[config.mk]
export PLATFORM = sky130hd
export DESIGN_NAME = hlq_mul
export DESIGN_NICKNAME = d
export VERILOG_FILES = /design/src/householder_lq_decomposition_unit_defines.svh /design/src/hlq_pkg.sv /design/src/hlq_mul.sv
export SDC_FILE = /design/constraint.sdc
export NUM_CORES = 2
export LEC_CHECK = 0
export ABC_AREA = 1
export BUFFER_PORTS_ARGS = -buffer_cell sky130_fd_sc_hd__buf_4
export CORE_ASPECT_RATIO = 0.75
export CORE_UTILIZATION = 25
export DETAILED_ROUTE_END_ITERATION = 8
export PLACE_DENSITY_LB_ADDON = 0.25
export SYNTH_ARGS = -nofsm -noshare
export SYNTH_HDL_FRONTEND = slang
export SYNTH_SLANG_ARGS = --single-unit
[constraint.sdc]
create_clock -name clk -period 7.9 [get_ports clk]
set_input_delay 0 -clock clk [delete_from_list [all_inputs] [get_ports clk]]
set_output_delay 0 -clock clk [all_outputs]
set_load 0.01 [all_outputs]
[src/householder_lq_decomposition_unit_defines.svh]
// ----------------------------------------------------------------------------
// Householder LQ unit assertion macros
// Shared concurrent assertion forms, clocked on clk, disabled in reset.
// ----------------------------------------------------------------------------
`ifndef HOUSEHOLDER_LQ_DECOMPOSITION_UNIT_DEFINES_SVH
`define HOUSEHOLDER_LQ_DECOMPOSITION_UNIT_DEFINES_SVH

// same-cycle implication
`define HLQ_ASSERT_NOW(label, cond, prop) \
    label: assert property (@(posedge clk) disable iff (!rst_n) (cond) |-> (prop)) \
        else $error("hlq: same-cycle check failed");

// next-cycle implication
`define HLQ_ASSERT_NEXT(label, cond, prop) \
    label: assert property (@(posedge clk) disable iff (!rst_n) (cond) |=> (prop)) \
        else $error("hlq: next-cycle check failed");

`endif

[src/hlq_pkg.sv]
// ----------------------------------------------------------------------------
// Householder LQ package
// Sizes, widths, beat types, register indexes and sequencer states.
// ----------------------------------------------------------------------------
package hlq_pkg;

    localparam int MAX_ROWS  = 4;
    localparam int MAX_COLS  = 4;
    localparam int IDX_W     = 2;
    localparam int DIM_W     = 3;
    localparam int ADDR_W    = 2 * IDX_W;
    localparam int MEM_DEPTH = 1 << ADDR_W;
    localparam int VAL_W     = 32;
    localparam int THR_W     = 16;
    localparam int MAG_W     = 33;
    localparam int WIDE_W    = 43;

    localparam logic signed [VAL_W-1:0] ONE_Q16 = 32'sd65536;

    // shared multiplier: 68 x 33 bits, 8 multiplier bits a step
    localparam int MUL_A_W    = 68;
    localparam int MUL_B_W    = 33;
    localparam int MUL_CHUNK  = 8;
    localparam int MUL_STEPS  = (MUL_B_W + MUL_CHUNK - 1) / MUL_CHUNK;
    localparam int MUL_B_PAD  = MUL_STEPS * MUL_CHUNK;
    localparam int MUL_SUM_W  = MUL_A_W + MUL_CHUNK + 1;
    localparam int MUL_CNT_W  = 3;
    localparam int PROD_W     = MUL_A_W + MUL_B_W;

    // restoring divider
    localparam int DEN_W      = 66;
    localparam int QUO_W      = 64;
    localparam int DIV_STEPS  = PROD_W;
    localparam int DIV_CNT_W  = 7;

    // square root
    localparam int RAD_W      = 65;
    localparam int ROOT_W     = 33;
    localparam int SQRT_STEPS = ROOT_W;
    localparam int SQRT_CNT_W = 6;

    localparam int ACC_W      = 68;
    localparam int CAP_W      = 41;
    localparam logic [CAP_W-1:0] CORR_CAP = 41'd1 << 40;

    typedef enum logic [1:0] {
        CFG_ROW_COUNT = 2'd0,
        CFG_COL_COUNT = 2'd1,
        CFG_TINY      = 2'd2
    } hlq_cfg_t;

    typedef struct packed {
        logic [IDX_W-1:0]        elem_row;
        logic [IDX_W-1:0]        elem_col;
        logic signed [VAL_W-1:0] elem_value;
        logic                    load_done;
    } in_item_t;

    typedef struct packed {
        logic                    which_matrix;
        logic [IDX_W-1:0]        out_row;
        logic [IDX_W-1:0]        out_col;
        logic signed [VAL_W-1:0] out_value;
        logic [DIM_W-1:0]        rank;
        logic                    final_result;
    } out_item_t;

    typedef enum logic [4:0] {
        S_IDLE,
        S_INIT_Q,
        S_DIAG,
        S_DIAG_CHK,
        S_SQ_RD,
        S_SQ_MUL,
        S_SQ_WAIT,
        S_SQRT_GO,
        S_SQRT_WAIT,
        S_TEST,
        S_DEN_WAIT,
        S_VEC_BEGIN,
        S_DOT_RD,
        S_DOT_MUL,
        S_DOT_WAIT,
        S_UPD_MUL,
        S_UPD_MWAIT,
        S_UPD_DWAIT,
        S_UPD_WR,
        S_VEC_NEXT,
        S_FIN_DIAG,
        S_FIN_ZERO,
        S_STEP_NEXT,
        S_EMIT_RD,
        S_EMIT_OUT
    } hlq_state_t;

endpackage

[src/hlq_mul.sv]
// ----------------------------------------------------------------------------
// Householder LQ shared multiplier
// Unsigned 68 x 33 multiply, one 8-bit multiplier digit per cycle.
// ----------------------------------------------------------------------------
module hlq_mul import hlq_pkg::*;
(
    input  logic               clk,
    input  logic               rst_n,
    input  logic               start,
    input  logic [MUL_A_W-1:0] a,
    input  logic [MUL_B_W-1:0] b,
    output logic               done,
    output logic [PROD_W-1:0]  prod
);

    logic [MUL_A_W-1:0]   a_reg;
    logic [MUL_B_PAD-1:0] b_reg;
    logic [MUL_A_W:0]     hi_reg;
    logic [MUL_B_PAD-1:0] lo_reg;
    logic [MUL_CNT_W-1:0] cnt_reg;
    logic                 run_reg;
    logic                 done_reg;
    logic [MUL_SUM_W-1:0] sum;

    assign sum = MUL_SUM_W'(hi_reg)
               + MUL_SUM_W'(a_reg) * MUL_SUM_W'(b_reg[MUL_CHUNK-1:0]);

    always_ff @(posedge clk or negedge rst_n)
    begin
        if (!rst_n)
        begin
            run_reg  <= 1'b0;
            done_reg <= 1'b0;
            cnt_reg  <= '0;
        end
        else
        begin
            done_reg <= 1'b0;
            if (start)
            begin
                run_reg <= 1'b1;
                cnt_reg <= '0;
            end
            else if (run_reg)
            begin
                cnt_reg <= cnt_reg + 1'b1;
                if (cnt_reg == MUL_CNT_W'(MUL_STEPS - 1))
                begin
                    run_reg  <= 1'b0;
                    done_reg <= 1'b1;
                end
            end
        end
    end

    always_ff @(posedge clk)
    begin
        if (start)
        begin
            a_reg  <= a;
            b_reg  <= MUL_B_PAD'(b);
            hi_reg <= '0;
            lo_reg <= '0;
        end
        else if (run_reg)
        begin
            hi_reg <= sum[MUL_SUM_W-1:MUL_CHUNK];
            lo_reg <= {sum[MUL_CHUNK-1:0], lo_reg[MUL_B_PAD-1:MUL_CHUNK]};
            b_reg  <= b_reg >> MUL_CHUNK;
        end
    end

    assign done = done_reg;
    assign prod = {hi_reg[PROD_W-MUL_B_PAD-1:0], lo_reg};

endmodule

==> out/results.ini <==
[floorplanning]
ios=206
fp-row-count=109
die_h_um=301
core_sq_um=118000
dieArea_sq_um=121000
fp.dieW_um=401
start_util=0.253

[critical_path]
path_class=reg2reg
worst-endpoint-required_ns=8.40
arrival_ns=6.52
worst_setup_path_end_kind=flop
crit_fanout=20
start_kind=flop

[outcome]
status=finished clean

[sta]
fin_crit_sh=0.761
setup_violations=0
maxSlewHeadroom=0.263
finalSetupTns_ns=0
drv_slew=0
fmax_mhz=166
worst_slew_pin_slew_ns=1.11
finalHoldViolations=0
rsz0062_at_grt=false
setup_ws_ns=1.88
fin_crit_ns=6.02
skew_ns=0.0239

[logic_synthesis]
async_flop_share=0.0233
synth_cells=4143
synth-simple-area-share=0.200
synth_fa_ha_area_frac=0.355
synthTopCellsByArea=fa_1 (31%), inv_1 (16%), nand2_1 (15%)
synth_area_leader_cell=fa_1
synth.distinct_cells=39
yosysSeqAreaShare=0.179
synth_edf_count=101
synth_seq_cells=215
synth.cell_area_sq_um=29900
ys_warn_count=0
synth_xor_area_frac=0.0105
avgSynthCellArea_sq_um=7.21
synth_top_area_frac=0.311
synth_compound_area_frac=0.0491
synth.area.mux_share=0
synth_nets=4815
synth_top_family_by_area=adder cells
synth_ff_type=dfxtp_1

[routing]
drt_iter0_drc=1601
dr.pass1.iters=8
viasPerCell=4.16
wl_um=99100
ant_nets=0
num_vias=24500
drc_errors=0
wl_per_cell_um=16.8

[global_route]
grt_first_pass_wirelength_um=154000
track_usage=0.166
use_met1=0.241
met2_usage=0.257
first_global_vias=25500
antenna_found_initial=1
grt_overflow=0
grt_max_degree=69
grt_busiest_layer=met2
use_met3=0.0366

[finish]
multiInputGateArea_sq_um=18300
area_delta_synth_final_pct=16.4
fillers=13000
nNetsFinal=4981
seq_area_sq_um=5340
antenna_cells=0
design_area_sq_um=34800
layout-drive-gt1-share=0.0921
largest_register_ffs=69

[place]
place_ws_ns=1.98
place.gp.congestion=0.942
portBuffers=205
hpwl_um=78900
placed_cell_area_sq_um=32400

[clock_network]
insertion_delay_ns=0.62
cts_resized=0
cts-hold-fix-buffers=136
ctsLongestPathBuffers=3
clk_pin_slew_ns=0.08
cts_tree=yes
clkSinkCount=215
h-tree-depth=1
post_cts_buffers=0
cts_buffers=30
root_buffer=clkbuf_16

[min_path]
min_path_type=in2reg

[job]
drv_cap=0

[kinds of logic (layout without fill, tap and decap cells)]
| kind of cell | count (synthesis) | count (layout) |
|---|---|---|
| buf+inv | 1569 | 1759 |
| simple gates | 1477 | 1477 |
| xor+xnor | 36 | 36 |
| flops | 215 | 215 |
| compound gates | 278 | 278 |
| fa+ha+maj | 568 | 568 |
[final cells by class]
class / count / area share
inverters: 1341 / 0.145
clock inverters: 19 / 0.00568
well taps: 1554 / 0.0559
clock buffers: 37 / 0.0241
multi-input cells: 2359 / 0.528
repair buffers: 362 / 0.0884
flip-flops and latches: 215 / 0.154
[cell usage in the layout, fill, tap and decap left out, types with 33 or more instances in the layout]
cell / n
ha_1: 103
o22ai_1: 33
buf_4: 224
dlygate4sd3_1: 136
dfxtp_1: 109
fa_1: 465
nand2_1: 1172
nand3_1: 87
o21ai_0: 71
inv_1: 1298
inv_2: 43
a21oi_1: 150
edfxtp_1: 101
nor2_1: 118
[critical path, stage by stage (launching register included)]
cell and delay, ns:
edfxtp_1 1.03, buf_4 0.42, nand2_1 0.08, inv_1 0.09, fa_1 0.41, fa_1 0.46, fa_1 0.49, inv_1 0.05
fa_1 0.47, inv_1 0.04, ha_1 0.34, nand2_1 0.12, inv_2 0.05, a21oi_1 0.36, nand2_1 0.28, a21oi_1 0.25
nand3_2 0.28, nand2_1 0.16, nand2_1 0.06, nand2_1 0.06, nand3_1 0.17, nand2_1 0.15, inv_1 0.04
[cell usage after synthesis, types with 2 or more instances]
library cell	number
dfxtp_1	109
and2_1	3
edfxtp_1	101
buf_1	18
clkbuf_2	68
fa_1	465
a21oi_1	150
inv_2	42
nand3_1	87
o22ai_1	33
o21bai_1	7
nor2_4	5
nor2_2	26
o21ai_1	9
xnor2_1	8
nor3_1	8
nor4_1	11
ha_1	103
inv_1	1298
buf_4	61
nand3_2	10
clkbuf_1	81
nand2_1	1172
o21ai_0	71
or2_2	2
dfrtp_1	5
a31oi_1	4
nand2_2	31
xor2_1	28
nor2_1	118
[through the flow]
| stage | hold WS (ns) | utilization | cells |
|---|---|---|---|
| detailed placement | -0.187 | 0.274 | 5695 |
| finish | 0.0935 | 0.294 | 5887 |
| global placement | -0.185 | 0.274 | 5695 |
| floorplan | -0.296 | - | 4143 |
| global route | 0.0608 | 0.294 | 5887 |
| CTS | 0.0344 | 0.294 | 5887 |
[layer usage]
metal	wire, um	vias up
met5	13	-
met1	48400	11900
met3	6740	71
met4	1260	2
met2	42700	577
li1	-	11900
[final timing paths]
path                       slack [ns]          to  cells after the start       from
max reg2reg                      1.88  hi_reg[52]                     22   b_reg[5]
min reg2reg                      0.46   lo_reg[5]                      2  lo_reg[5]
min in group asynchronous        0.33  cnt_reg[0]                      3      rst_n
min                              0.09   a_reg[63]                      2      a[63]
max in group asynchronous        7.33     run_reg                      3      rst_n
max                              1.88  hi_reg[52]                     22   b_reg[5]
Power is not shown: default switching activity piles up to over one toggle a cycle in this logic, so the estimate is an artifact.
