[src/householder_lq_decomposition_unit_defines.svh]
// ----------------------------------------------------------------------------
// Householder LQ unit assertion macros
// Shared concurrent assertion forms, clocked on clk, disabled in reset.
// ----------------------------------------------------------------------------
`ifndef HOUSEHOLDER_LQ_DECOMPOSITION_UNIT_DEFINES_SVH
`define HOUSEHOLDER_LQ_DECOMPOSITION_UNIT_DEFINES_SVH

// same-cycle implication
`define HLQ_ASSERT_NOW(label, cond, prop) \
    label: assert property (@(posedge clk) disable iff (!rst_n) (cond) |-> (prop)) \
        else $error("hlq: same-cycle check failed");

// next-cycle implication
`define HLQ_ASSERT_NEXT(label, cond, prop) \
    label: assert property (@(posedge clk) disable iff (!rst_n) (cond) |=> (prop)) \
        else $error("hlq: next-cycle check failed");

`endif

[src/hlq_pkg.sv]
// ----------------------------------------------------------------------------
// Householder LQ package
// Sizes, widths, beat types, register indexes and sequencer states.
// ----------------------------------------------------------------------------
package hlq_pkg;

    localparam int MAX_ROWS  = 4;
    localparam int MAX_COLS  = 4;
    localparam int IDX_W     = 2;
    localparam int DIM_W     = 3;
    localparam int ADDR_W    = 2 * IDX_W;
    localparam int MEM_DEPTH = 1 << ADDR_W;
    localparam int VAL_W     = 32;
    localparam int THR_W     = 16;
    localparam int MAG_W     = 33;
    localparam int WIDE_W    = 43;

    localparam logic signed [VAL_W-1:0] ONE_Q16 = 32'sd65536;

    // shared multiplier: 68 x 33 bits, 8 multiplier bits a step
    localparam int MUL_A_W    = 68;
    localparam int MUL_B_W    = 33;
    localparam int MUL_CHUNK  = 8;
    localparam int MUL_STEPS  = (MUL_B_W + MUL_CHUNK - 1) / MUL_CHUNK;
    localparam int MUL_B_PAD  = MUL_STEPS * MUL_CHUNK;
    localparam int MUL_SUM_W  = MUL_A_W + MUL_CHUNK + 1;
    localparam int MUL_CNT_W  = 3;
    localparam int PROD_W     = MUL_A_W + MUL_B_W;

    // restoring divider
    localparam int DEN_W      = 66;
    localparam int QUO_W      = 64;
    localparam int DIV_STEPS  = PROD_W;
    localparam int DIV_CNT_W  = 7;

    // square root
    localparam int RAD_W      = 65;
    localparam int ROOT_W     = 33;
    localparam int SQRT_STEPS = ROOT_W;
    localparam int SQRT_CNT_W = 6;

    localparam int ACC_W      = 68;
    localparam int CAP_W      = 41;
    localparam logic [CAP_W-1:0] CORR_CAP = 41'd1 << 40;

    typedef enum logic [1:0] {
        CFG_ROW_COUNT = 2'd0,
        CFG_COL_COUNT = 2'd1,
        CFG_TINY      = 2'd2
    } hlq_cfg_t;

    typedef struct packed {
        logic [IDX_W-1:0]        elem_row;
        logic [IDX_W-1:0]        elem_col;
        logic signed [VAL_W-1:0] elem_value;
        logic                    load_done;
    } in_item_t;

    typedef struct packed {
        logic                    which_matrix;
        logic [IDX_W-1:0]        out_row;
        logic [IDX_W-1:0]        out_col;
        logic signed [VAL_W-1:0] out_value;
        logic [DIM_W-1:0]        rank;
        logic                    final_result;
    } out_item_t;

    typedef enum logic [4:0] {
        S_IDLE,
        S_INIT_Q,
        S_DIAG,
        S_DIAG_CHK,
        S_SQ_RD,
        S_SQ_MUL,
        S_SQ_WAIT,
        S_SQRT_GO,
        S_SQRT_WAIT,
        S_TEST,
        S_DEN_WAIT,
        S_VEC_BEGIN,
        S_DOT_RD,
        S_DOT_MUL,
        S_DOT_WAIT,
        S_UPD_MUL,
        S_UPD_MWAIT,
        S_UPD_DWAIT,
        S_UPD_WR,
        S_VEC_NEXT,
        S_FIN_DIAG,
        S_FIN_ZERO,
        S_STEP_NEXT,
        S_EMIT_RD,
        S_EMIT_OUT
    } hlq_state_t;

endpackage

[src/hlq_sqrt.sv]
// ----------------------------------------------------------------------------
// Householder LQ square root
// Digit-by-digit floor square root, one root bit per cycle.
// ----------------------------------------------------------------------------
module hlq_sqrt import hlq_pkg::*;
(
    input  logic              clk,
    input  logic              rst_n,
    input  logic              start,
    input  logic [RAD_W-1:0]  rad,
    output logic              done,
    output logic [ROOT_W-1:0] root
);

    logic [2*ROOT_W-1:0]   rad_reg;
    logic [ROOT_W+1:0]     rem_reg;
    logic [ROOT_W-1:0]     root_reg;
    logic [SQRT_CNT_W-1:0] cnt_reg;
    logic                  run_reg;
    logic                  done_reg;
    logic [ROOT_W+3:0]     rem_sh;
    logic [ROOT_W+3:0]     trial;
    logic [ROOT_W+3:0]     rem_sub;
    logic                  fits;

    assign rem_sh  = {rem_reg, rad_reg[2*ROOT_W-1:2*ROOT_W-2]};
    assign trial   = (ROOT_W+4)'({root_reg, 2'b01});
    assign rem_sub = rem_sh - trial;
    assign fits    = rem_sh >= trial;

    always_ff @(posedge clk or negedge rst_n)
    begin
        if (!rst_n)
        begin
            run_reg  <= 1'b0;
            done_reg <= 1'b0;
            cnt_reg  <= '0;
        end
        else
        begin
            done_reg <= 1'b0;
            if (start)
            begin
                run_reg <= 1'b1;
                cnt_reg <= '0;
            end
            else if (run_reg)
            begin
                cnt_reg <= cnt_reg + 1'b1;
                if (cnt_reg == SQRT_CNT_W'(SQRT_STEPS - 1))
                begin
                    run_reg  <= 1'b0;
                    done_reg <= 1'b1;
                end
            end
        end
    end

    always_ff @(posedge clk)
    begin
        if (start)
        begin
            rad_reg  <= (2*ROOT_W)'(rad);
            rem_reg  <= '0;
            root_reg <= '0;
        end
        else if (run_reg)
        begin
            rem_reg  <= fits ? rem_sub[ROOT_W+1:0] : rem_sh[ROOT_W+1:0];
            root_reg <= {root_reg[ROOT_W-2:0], fits};
            rad_reg  <= rad_reg << 2;
        end
    end

    assign done = done_reg;
    assign root = root_reg;

endmodule

[config.mk]
export PLATFORM = sky130hd
export DESIGN_NAME = hlq_sqrt
export DESIGN_NICKNAME = d
export VERILOG_FILES = /design/src/householder_lq_decomposition_unit_defines.svh /design/src/hlq_pkg.sv /design/src/hlq_sqrt.sv
export SDC_FILE = /design/constraint.sdc
export NUM_CORES = 1
export LEC_CHECK = 0
export BUFFER_PORTS_ARGS = -buffer_cell sky130_fd_sc_hd__buf_4
export CORE_UTILIZATION = 51
export CTS_BUF_LIST = sky130_fd_sc_hd__clkbuf_4 sky130_fd_sc_hd__clkbuf_8 sky130_fd_sc_hd__clkbuf_16
export CTS_CLUSTER_DIAMETER = 120
export CTS_CLUSTER_SIZE = 28
export DETAILED_ROUTE_END_ITERATION = 10
export PLACE_DENSITY = 0.72
export SLEW_MARGIN = 20
export SYNTH_ARGS = -nofsm -noshare
export SYNTH_HDL_FRONTEND = slang
export SYNTH_SLANG_ARGS = --single-unit
[constraint.sdc]
create_clock -name clk -period 3.9 [get_ports clk]
set_clock_uncertainty 0.15 [all_clocks]
set_input_delay 0.195 -clock clk [delete_from_list [all_inputs] [get_ports clk]]
set_output_delay 0.195 -clock clk [all_outputs]
set_load 0.02 [all_outputs]
==> run metrics <==
critical path peak fanout 13; total track usage 24.0%; H-tree depth 4; Arrival @ worst endpoint 3.59 ns; number of synthesized flops with an enable pin 65; Pleak 0.00441 uW; Mapped Cells 762; number of setup buffers added after CTS 0; Fin. Hold Viols 0; crit path cell chain inv_1 > ha_1 > nand4_1 > or3_1 > or4_1 > o21ai_4 > nand2_1 > a2111o_1 > and3_1; number of max-cap violations 0; Worst Path Buf+Inv 1; PD cells 691 mW/mm^2; gpl congestion 0.931; Crit. End Element flip-flop; CTS buffer count 17; status finished clean; Synth area leader edfxtp_1; Synth top cells by count 84 x nor2_1, 69 x dfxtp_1, 65 x edfxtp_1; first-pass GRT wire length 30.3 mm; Critical Path Max Stage Delay 0.48 ns; Final ANT Viol Nets 0; reg2reg end rem_reg[34]; worst slew pin tran 0.770 ns; crit-path leading delay family simple AND/OR/NAND/NOR gates; n_diodes 0; clock-pin slew on the worst setup and hold paths 0.07 ns; share of the synthesized area in the top cell type 24.9%; syn nets 867; Die Y 126 um; initial antenna violation count 0; final worst slack 0.480 ns; Core Box Area 0.0148 mm^2; Seq pwr share 28.6%; Initial DRC Count 392; setup TNS 0 ns; critical path class reg -> reg; drt drc 0; worst reg-to-reg path cell count 9; CTS tree done; Worst Hold Class in -> reg; final setup fails 0; f_max 0.292 GHz; Slew headroom 48.7%; hold path cells 2; I/O pins 102; via count 6271; Int Pwr 4210 uW; Syn Std Cell Area 0.00783 mm^2; CTS Buffer Depth 2; row cnt 44; RR Startpoint root[24]; Worst Setup SP root[24]; Area Overhead vs Synth 26.8%; ys flop type dfxtp_1; Synth area leaders edfxtp_1 25%, dfxtp_1 18%, mux2_2 9.1%; total gr overflow 0; # port buffers 101; fraction of registers with async set/reset 5.63%; Initial Utilization 53.1%; Final Cycle Share 87.7%; wire per inst 16.6 um; CP max stage cell or4_1; Logic pwr share 49.0%; Avg Cell Area, Syn 10.3 um^2; reg-to-reg slack, setup 0.48 ns; TritonCTS Sinks 142; root buf cell clkbuf_16; DRT Wirelength 18.5 mm; DP Cell Count 1012; switch share 38.7%; nets 1019; number of global-route vias before repair 6291; Yosys cell types 63; 1st-pass router iterations 5; max reg flops 66; end point of the worst hold path cnt_reg[1]; most frequent cell after synthesis nor2_1; sequential share of the synthesized area 45.1%; Req. time, crit path 4.07 ns; WHS 0.0973 ns; largest net degree at the start of global routing 64; critical path startpoint category flip-flop; P_sw 2650 uW; Yosys warning count 0; Hold Startpoint start; final cell count without fillers 1111; dpl hpwl 11.6 mm; Final Critical Period 3.42 ns; die area 0.0158 mm^2; pre-CTS setup slack 0.557 ns; synthesized flop and latch total 142; Slew Viols, Final 0; Critical Path Stages 9; Worst VDD drop 0.000394 V; RSZ-0062 raised after global routing no; layout cell share with drive strength beyond 1 22.9%; Clk pwr share 22.4%; Die X-Extent 126 um; drt via density 5.64; clock latency on the worst-skew pair 0.43 ns
per-layer routing:
layer	global-route usage [%]	vias up	part of all wire [%]
met3	5.23	34	4.5
met1	28.7	2979	43
met2	41.6	197	50
met4	10.5	0	2.4
li1	-	3061	-
met5	0	-	0
logic make-up (layout without fill, tap and decap cells):
logic type                 count (synthesis)  after routing  synth area share, %
AOI/OAI and AO/OA                        152            152                 12.9
xor gates and xnor gates                  34             34                 3.80
adders and majority gates                 37             37                 5.91
buffers and inverters                     86            251                 4.38
DFF                                      142            142                 45.1
muxes                                    119            119                 16.3
and+or+nand+nor                          192            192                 11.5
through the flow:
stage	utilization [%]	total power, uW	instance area, um^2
6_report	67.3	6860	9930
5_1_grt	67.3	7320	9930
4_1_cts	67.3	6840	9930
3_5_place_dp	59.0	5230	8710
3_3_place_gp	59.0	5160	8710
2_1_floorplan	-	4570	7830
cell usage in the layout, fill, tap and decap left out, drive strengths merged, types with 7 or more instances in the layout:
cell type / count
xnor2: 20
mux2i: 55
a211oi: 26
o21ai: 27
nand4: 10
a21o: 11
nor2: 84
mux2: 64
inv: 52
nand2: 42
dlygate4sd3: 67
a21oi: 41
clkbuf: 17
dfxtp: 69
edfxtp: 65
dfrtp: 8
buf: 108
nand3: 9
and3: 7
nand2b: 9
ha: 37
xor2: 14
o21bai: 7
worst register-to-register path: stages (launching register included):
cell and delay, ns:
dfxtp_1 0.38, inv_1 0.07, ha_1 0.43, nand4_1 0.16, or3_1 0.38, or4_1 0.48, o21ai_4 0.38, nand2_1 0.33
a2111o_1 0.39, and3_1 0.17
power by group through the flow:
| stage | Sequential [uW] | Clock, uW | Combinational (uW) |
|---|---|---|---|
| finish | 1960 | 1540 | 3360 |
| global route | 1980 | 1620 | 3720 |
| CTS | 1950 | 1550 | 3340 |
| detailed placement | 1980 | 0 | 3250 |
| global placement | 1970 | 0 | 3190 |
| floorplan | 1950 | 0 | 2620 |
what timing repair did:
item,in CTS,in global routing
hold buffers,67,0
resized for setup,0,0
endpoints found under the hold margin,73,0
worst max path at each step:
stage | endpoint | slack, ns
6_report | rem_reg[34] | 0.48
5_1_grt | rem_reg[34] | 0.29
4_1_cts | rem_reg[34] | 0.52
3_5_place_dp | rem_reg[34] | 0.56
3_3_place_gp | rem_reg[34] | 0.65
2_1_floorplan | rem_reg[31] | 0.92
cell type report:
cell class                      instances  area [um^2]
Sequential cell                       142         3540
Inverter                               44          165
Clock buffer                           17          425
Multi-Input combinational cell        534         3960
Fill cell                            1107         4820
Timing Repair Buffer                  175         1480
Tap cell                              184          230
Clock inverter                         15          126
Note: power is estimated with default switching activity, not from simulation.
