$ cat src/householder_lq_decomposition_unit_defines.svh
// ----------------------------------------------------------------------------
// Householder LQ unit assertion macros
// Shared concurrent assertion forms, clocked on clk, disabled in reset.
// ----------------------------------------------------------------------------
`ifndef HOUSEHOLDER_LQ_DECOMPOSITION_UNIT_DEFINES_SVH
`define HOUSEHOLDER_LQ_DECOMPOSITION_UNIT_DEFINES_SVH

// same-cycle implication
`define HLQ_ASSERT_NOW(label, cond, prop) \
    label: assert property (@(posedge clk) disable iff (!rst_n) (cond) |-> (prop)) \
        else $error("hlq: same-cycle check failed");

// next-cycle implication
`define HLQ_ASSERT_NEXT(label, cond, prop) \
    label: assert property (@(posedge clk) disable iff (!rst_n) (cond) |=> (prop)) \
        else $error("hlq: next-cycle check failed");

`endif

$ cat src/hlq_pkg.sv
// ----------------------------------------------------------------------------
// Householder LQ package
// Sizes, widths, beat types, register indexes and sequencer states.
// ----------------------------------------------------------------------------
package hlq_pkg;

    localparam int MAX_ROWS  = 4;
    localparam int MAX_COLS  = 4;
    localparam int IDX_W     = 2;
    localparam int DIM_W     = 3;
    localparam int ADDR_W    = 2 * IDX_W;
    localparam int MEM_DEPTH = 1 << ADDR_W;
    localparam int VAL_W     = 32;
    localparam int THR_W     = 16;
    localparam int MAG_W     = 33;
    localparam int WIDE_W    = 43;

    localparam logic signed [VAL_W-1:0] ONE_Q16 = 32'sd65536;

    // shared multiplier: 68 x 33 bits, 8 multiplier bits a step
    localparam int MUL_A_W    = 68;
    localparam int MUL_B_W    = 33;
    localparam int MUL_CHUNK  = 8;
    localparam int MUL_STEPS  = (MUL_B_W + MUL_CHUNK - 1) / MUL_CHUNK;
    localparam int MUL_B_PAD  = MUL_STEPS * MUL_CHUNK;
    localparam int MUL_SUM_W  = MUL_A_W + MUL_CHUNK + 1;
    localparam int MUL_CNT_W  = 3;
    localparam int PROD_W     = MUL_A_W + MUL_B_W;

    // restoring divider
    localparam int DEN_W      = 66;
    localparam int QUO_W      = 64;
    localparam int DIV_STEPS  = PROD_W;
    localparam int DIV_CNT_W  = 7;

    // square root
    localparam int RAD_W      = 65;
    localparam int ROOT_W     = 33;
    localparam int SQRT_STEPS = ROOT_W;
    localparam int SQRT_CNT_W = 6;

    localparam int ACC_W      = 68;
    localparam int CAP_W      = 41;
    localparam logic [CAP_W-1:0] CORR_CAP = 41'd1 << 40;

    typedef enum logic [1:0] {
        CFG_ROW_COUNT = 2'd0,
        CFG_COL_COUNT = 2'd1,
        CFG_TINY      = 2'd2
    } hlq_cfg_t;

    typedef struct packed {
        logic [IDX_W-1:0]        elem_row;
        logic [IDX_W-1:0]        elem_col;
        logic signed [VAL_W-1:0] elem_value;
        logic                    load_done;
    } in_item_t;

    typedef struct packed {
        logic                    which_matrix;
        logic [IDX_W-1:0]        out_row;
        logic [IDX_W-1:0]        out_col;
        logic signed [VAL_W-1:0] out_value;
        logic [DIM_W-1:0]        rank;
        logic                    final_result;
    } out_item_t;

    typedef enum logic [4:0] {
        S_IDLE,
        S_INIT_Q,
        S_DIAG,
        S_DIAG_CHK,
        S_SQ_RD,
        S_SQ_MUL,
        S_SQ_WAIT,
        S_SQRT_GO,
        S_SQRT_WAIT,
        S_TEST,
        S_DEN_WAIT,
        S_VEC_BEGIN,
        S_DOT_RD,
        S_DOT_MUL,
        S_DOT_WAIT,
        S_UPD_MUL,
        S_UPD_MWAIT,
        S_UPD_DWAIT,
        S_UPD_WR,
        S_VEC_NEXT,
        S_FIN_DIAG,
        S_FIN_ZERO,
        S_STEP_NEXT,
        S_EMIT_RD,
        S_EMIT_OUT
    } hlq_state_t;

endpackage

$ cat src/hlq_div.sv
// ----------------------------------------------------------------------------
// Householder LQ divider
// Restoring division, one quotient bit per cycle, low 64 quotient bits kept.
// ----------------------------------------------------------------------------
module hlq_div import hlq_pkg::*;
(
    input  logic              clk,
    input  logic              rst_n,
    input  logic              start,
    input  logic [PROD_W-1:0] num,
    input  logic [DEN_W-1:0]  den,
    output logic              done,
    output logic [QUO_W-1:0]  quot
);

    logic [PROD_W-1:0]    num_reg;
    logic [DEN_W-1:0]     den_reg;
    logic [DEN_W-1:0]     rem_reg;
    logic [QUO_W-1:0]     q_reg;
    logic [DIV_CNT_W-1:0] cnt_reg;
    logic                 run_reg;
    logic                 done_reg;
    logic [DEN_W:0]       rem_sh;
    logic [DEN_W:0]       rem_sub;
    logic                 fits;

    assign rem_sh  = {rem_reg, num_reg[PROD_W-1]};
    assign rem_sub = rem_sh - {1'b0, den_reg};
    assign fits    = rem_sh >= {1'b0, den_reg};

    always_ff @(posedge clk or negedge rst_n)
    begin
        if (!rst_n)
        begin
            run_reg  <= 1'b0;
            done_reg <= 1'b0;
            cnt_reg  <= '0;
        end
        else
        begin
            done_reg <= 1'b0;
            if (start)
            begin
                run_reg <= 1'b1;
                cnt_reg <= '0;
            end
            else if (run_reg)
            begin
                cnt_reg <= cnt_reg + 1'b1;
                if (cnt_reg == DIV_CNT_W'(DIV_STEPS - 1))
                begin
                    run_reg  <= 1'b0;
                    done_reg <= 1'b1;
                end
            end
        end
    end

    always_ff @(posedge clk)
    begin
        if (start)
        begin
            num_reg <= num;
            den_reg <= den;
            rem_reg <= '0;
            q_reg   <= '0;
        end
        else if (run_reg)
        begin
            rem_reg <= fits ? rem_sub[DEN_W-1:0] : rem_sh[DEN_W-1:0];
            q_reg   <= {q_reg[QUO_W-2:0], fits};
            num_reg <= num_reg << 1;
        end
    end

    assign done = done_reg;
    assign quot = q_reg;

endmodule

$ cat config.mk
export PLATFORM = sky130hd
export DESIGN_NAME = hlq_div
export DESIGN_NICKNAME = d
export VERILOG_FILES = /design/src/householder_lq_decomposition_unit_defines.svh /design/src/hlq_pkg.sv /design/src/hlq_div.sv
export SDC_FILE = /design/constraint.sdc
export NUM_CORES = 1
export LEC_CHECK = 0
export BUFFER_PORTS_ARGS = -buffer_cell sky130_fd_sc_hd__buf_4
export CAP_MARGIN = 25
export CORE_MARGIN = 8
export CORE_UTILIZATION = 52
export CTS_CLUSTER_DIAMETER = 40
export DETAILED_ROUTE_END_ITERATION = 10
export PLACE_DENSITY = 0.76
export RECOVER_POWER = 100
export SYNTH_ARGS = -nofsm -noshare
export SYNTH_HDL_FRONTEND = slang
export SYNTH_SLANG_ARGS = --single-unit
$ cat constraint.sdc
create_clock -name clk -period 3.3 [get_ports clk]
set_input_delay 0.66 -clock clk [delete_from_list [all_inputs] [get_ports clk]]
set_output_delay 0.66 -clock clk [all_outputs]
set_load 0.01 [all_outputs]
==> flow_results.org <==
** Clock tree
- Clock tree synthesis selected as its root buffer the cell sky130_fd_sc_hd__clkbuf_16.
- CTS Buffer Depth :: 3
- CTS clock-pin slew for the worst setup and hold paths :: 0.06 ns
- Latest clock arrival within the worst-skew pair :: 0.55 ns
- In this run the number of H-tree levels came out at 2.
- TritonCTS built the clock tree.
- Clock tree synthesis inserted a total of 45 buffers.
- Clock net sink count :: 306

** Worst setup path
- Depth of the worst register-to-register path :: 16
- Data required time at the worst endpoint :: 3.77 ns
- The worst register-to-register path has a setup slack of 0.15 ns.
- The worst setup path is captured at a register.
- The worst setup path is launched from a register.
- Following the worst setup path forward leads to its endpoint at rem_reg[58].
- Along the worst path, the maximum fanout reaches 3.
- Critical path origin :: num_reg[100]
- STA puts the critical path data arrival time at 3.62 ns.
- The critical path is of the register to register type.
- The endpoint identified for the worst register-to-register timing path is rem_reg[58].
- Launch instance of the worst register-to-register path :: num_reg[100]

** Power and ir drop
- Pwr per Cell Area :: 777.9 mW/mm^2
- The analysis attributes to cell leakage a power of 8.969 nW.
- VDD IR-drop max :: 0.4558 mV

** STA
- Clock skew on the completed layout was measured at 0.01818 ns.
- Setup violations remaining at the end of the flow were counted as 0.
- Final-layout worst hold slack :: 0.3069 ns
- Derived from the worst setup path, the maximum achievable clock frequency is 0.3179 GHz.
- At the pin with the least slew margin, the transition time is 2.171 ns.
- Headroom to the max-slew limit came out at -44.71%.
- The number of max-slew violations in the final report came to 82.
- Final-layout setup total negative slack :: 0 ns
- After layout, the worst path uses 95.32% of the clock period.
- The smallest clock period supported by the final layout is computed as 3.146 ns.
- Unrepaired setup endpoints after global routing :: true
- Final Hold Viols :: 0

** Yosys
- Number of distinct library cells after synthesis :: 69
- Synthesis inferred 306 register bits.
- Count of yosys warnings during synthesis :: 0
- Fraction of registers with async set/reset :: 2.941%
- The average instance in the mapped netlist occupies 10.11 um^2.
- The cell count after synthesis came out at 1590.
- The cell area that synthesis handed to floorplanning was 0.01608 mm^2.
- Number of flops mapped to enable cells by yosys :: 167
- Proportion of synthesized chip area in sequential cells :: 48.77%
- The number of nets in the synthesized netlist is 1829.
- Among all flip-flop cells after synthesis, the most frequent one is sky130_fd_sc_hd__edfxtp_1.

** Route
- Dividing the detail-routed via count by the number of cells gives 5.627.
- Post-route DRC violation count :: 0
- Detailed routing placed a total of 19270 um of wire on met2.
- Total via count after detailed routing :: 12734
- In the detailed route, the total length drawn on met3 is 3820 um.
- First DRT Iteration DRCs :: 815
- Length of routed wiring on met1 :: 16680 um
- Highest metal used :: met5
- Wire per inst :: 18.06 um
- Detailed Route WL :: 40860 um
- Iteration count of the initial detailed-routing pass :: 5
- Number of nets still failing antenna checks after routing :: 0

** Floorplanning
- Number of top-level pins :: 235
- Number of standard-cell rows in the floorplan :: 64
- The region available for standard cell placement spans 0.03051 mm^2.
- Width of the chip :: 191.8 um
- In this run the vertical extent of the chip is 191.8 um.
- Initial Utilization :: 52.70%
- The die covers 0.03680 mm^2.

** Place
- Port buffering added 234 buffers.
- Once placement completed, the tool counted placed cells totaling 2175.
- GPL Wtd Cong :: 0.9488
- Detailed placement finished with a half-perimeter wire length of 29720 um.

** Cells and area
- After filler insertion, the fill cell instance count of the layout stands at 2383.
- The count of cells in the finished layout, fillers not included, comes to 2263.
- Number of flip-flops in the largest register :: 101
- The area growth from synthesis to layout is 25.21%.
- Of the cells placed in the final design, the portion with a size suffix greater than 1 is 26.37%.
- For this run, the post-layout net count is 2069.

** GRT
- The via count of the first global-routing pass is 12812.
- Maximum number of pins on one net before global-route repair :: 77
- After global routing the overflow that remains totals 0.
- Wire length of the first global-routing pass :: 65940 um
- Total global routing track utilization :: 21.86%
- Initial antenna violation count :: 2

** Run status
- Outcome :: complete, but fails checks
- The checks that failed: capacitance limit, slew limit.

** Min path
- Worst hold-check path type :: input pin to register
- In this run the most critical hold path is launched from den[54].

** Flow run
- Max capacitance violation total :: 2
kinds of logic (layout without fill, tap and decap cells):
kind of cell,after synthesis,in the layout,synth area share (%)
buffers and inverters,192,468,4.716
and+or+nand+nor,455,455,12.55
AOI/OAI and AO/OA,336,336,13.82
xor gates and xnor gates,64,64,3.486
adders and majority gates,69,69,5.416
muxes,168,168,11.24
other,0,1,0
DFF,306,306,48.77
layout by cell type, fill, tap and decap left out, types with 67 or more instances in the layout:
master                     instances
sky130_fd_sc_hd__nor2_1          169
sky130_fd_sc_hd__edfxtp_1        167
sky130_fd_sc_hd__a21oi_1         102
sky130_fd_sc_hd__mux2_2           99
sky130_fd_sc_hd__dfxtp_1         130
sky130_fd_sc_hd__inv_1            94
sky130_fd_sc_hd__buf_4           214
sky130_fd_sc_hd__ha_1             67
sky130_fd_sc_hd__nand2_1         157
sky130_fd_sc_hd__mux2i_1          68
worst min path at each step:
stage,depth (start not counted),to
floorplan,0,cnt_reg[0]
detailed placement,2,rem_reg[47]
CTS,1,den_reg[59]
global placement,2,rem_reg[14]
global route,1,den_reg[54]
finish,1,den_reg[54]
synthesized netlist by cell type (all sizes together) (19+ instances only):
library cell | n | area (um^2)
inv | 97 | 364.1
ha | 68 | 850.8
edfxtp | 167 | 5015
dfxtp | 130 | 2603
mux2 | 100 | 1126
a311oi | 44 | 385.4
o21ai | 53 | 265.3
xnor2 | 37 | 324.1
a21oi | 105 | 525.5
nor3 | 19 | 95.09
clkbuf | 70 | 265.3
xor2 | 27 | 236.5
a21o | 29 | 217.7
nand2 | 157 | 589.3
mux2i | 68 | 680.7
nand4 | 37 | 231.5
o21bai | 20 | 150.1
buf | 25 | 128.9
nor2 | 169 | 634.4
per-layer routing:
metal / track usage (%) / vias to the layer above
li1: - / 6239
met1: 26.49 / 6020
met2: 36.06 / 388
met3: 7.934 / 83
met4: 6.394 / 4
met5: 0 / -
worst max-delay path, cell delays in order (launching register included):
cell                       delay [ns]
sky130_fd_sc_hd__edfxtp_1        0.39
sky130_fd_sc_hd__inv_1           0.07
sky130_fd_sc_hd__ha_2            0.17
sky130_fd_sc_hd__inv_2           0.04
sky130_fd_sc_hd__fa_2            0.34
sky130_fd_sc_hd__a21o_1          0.22
sky130_fd_sc_hd__a221oi_2        0.29
sky130_fd_sc_hd__o2111a_2        0.26
sky130_fd_sc_hd__o32ai_1         0.09
sky130_fd_sc_hd__nor2_1          0.12
sky130_fd_sc_hd__buf_4           0.14
sky130_fd_sc_hd__o31ai_2         0.07
sky130_fd_sc_hd__a31oi_1         0.19
sky130_fd_sc_hd__buf_4           0.15
sky130_fd_sc_hd__nor2_1          0.06
sky130_fd_sc_hd__o41a_1          0.33
sky130_fd_sc_hd__a21oi_2         0.13
report_power, final:
group | total, W | internal (W) | switching (W)
sequential | 0.00493 | 0.00459 | 0.000342
combinational | 0.00556 | 0.00235 | 0.00321
clock | 0.00516 | 0.00330 | 0.00187
total | 0.0157 | 0.0102 | 0.00542
timing repair:
item                                   4_1_cts  5_1_grt
endpoints found under the hold margin        9        0
hold buffers                                 1        0
setup endpoints to repair                   40       62
pin swaps                                    0       11
gates cloned                                 0        0
buffers inserted                             0        3
gates resized for setup                      1       26
final cells by class:
cell class / count / area [um^2] / area share (%)
flip-flops and latches: 306 / 7843 / 38.95
multi-input cells: 1092 / 7575 / 37.62
repair buffers: 288 / 2200 / 10.93
clock buffers: 49 / 1151 / 5.717
clock inverters: 34 / 499.2 / 2.480
well taps: 396 / 495.5 / 2.461
inverters: 97 / 367.9 / 1.827
diodes: 1 / 2.502 / 0.01243
stage by stage:
stage               area [um^2]  util [%]  power (W)  worst slack, ns
finish                    20130     65.99    0.01566           0.1544
global route              20130     65.98    0.01656         -0.02947
CTS                       20060     65.75    0.01561          0.01711
detailed placement        18390     60.29    0.01037         -0.06981
global placement          18390     60.29    0.01027           0.1016
floorplan                 16080         -   0.008809          0.04479
No activity file was read; power rests on OpenSTA's default activity.
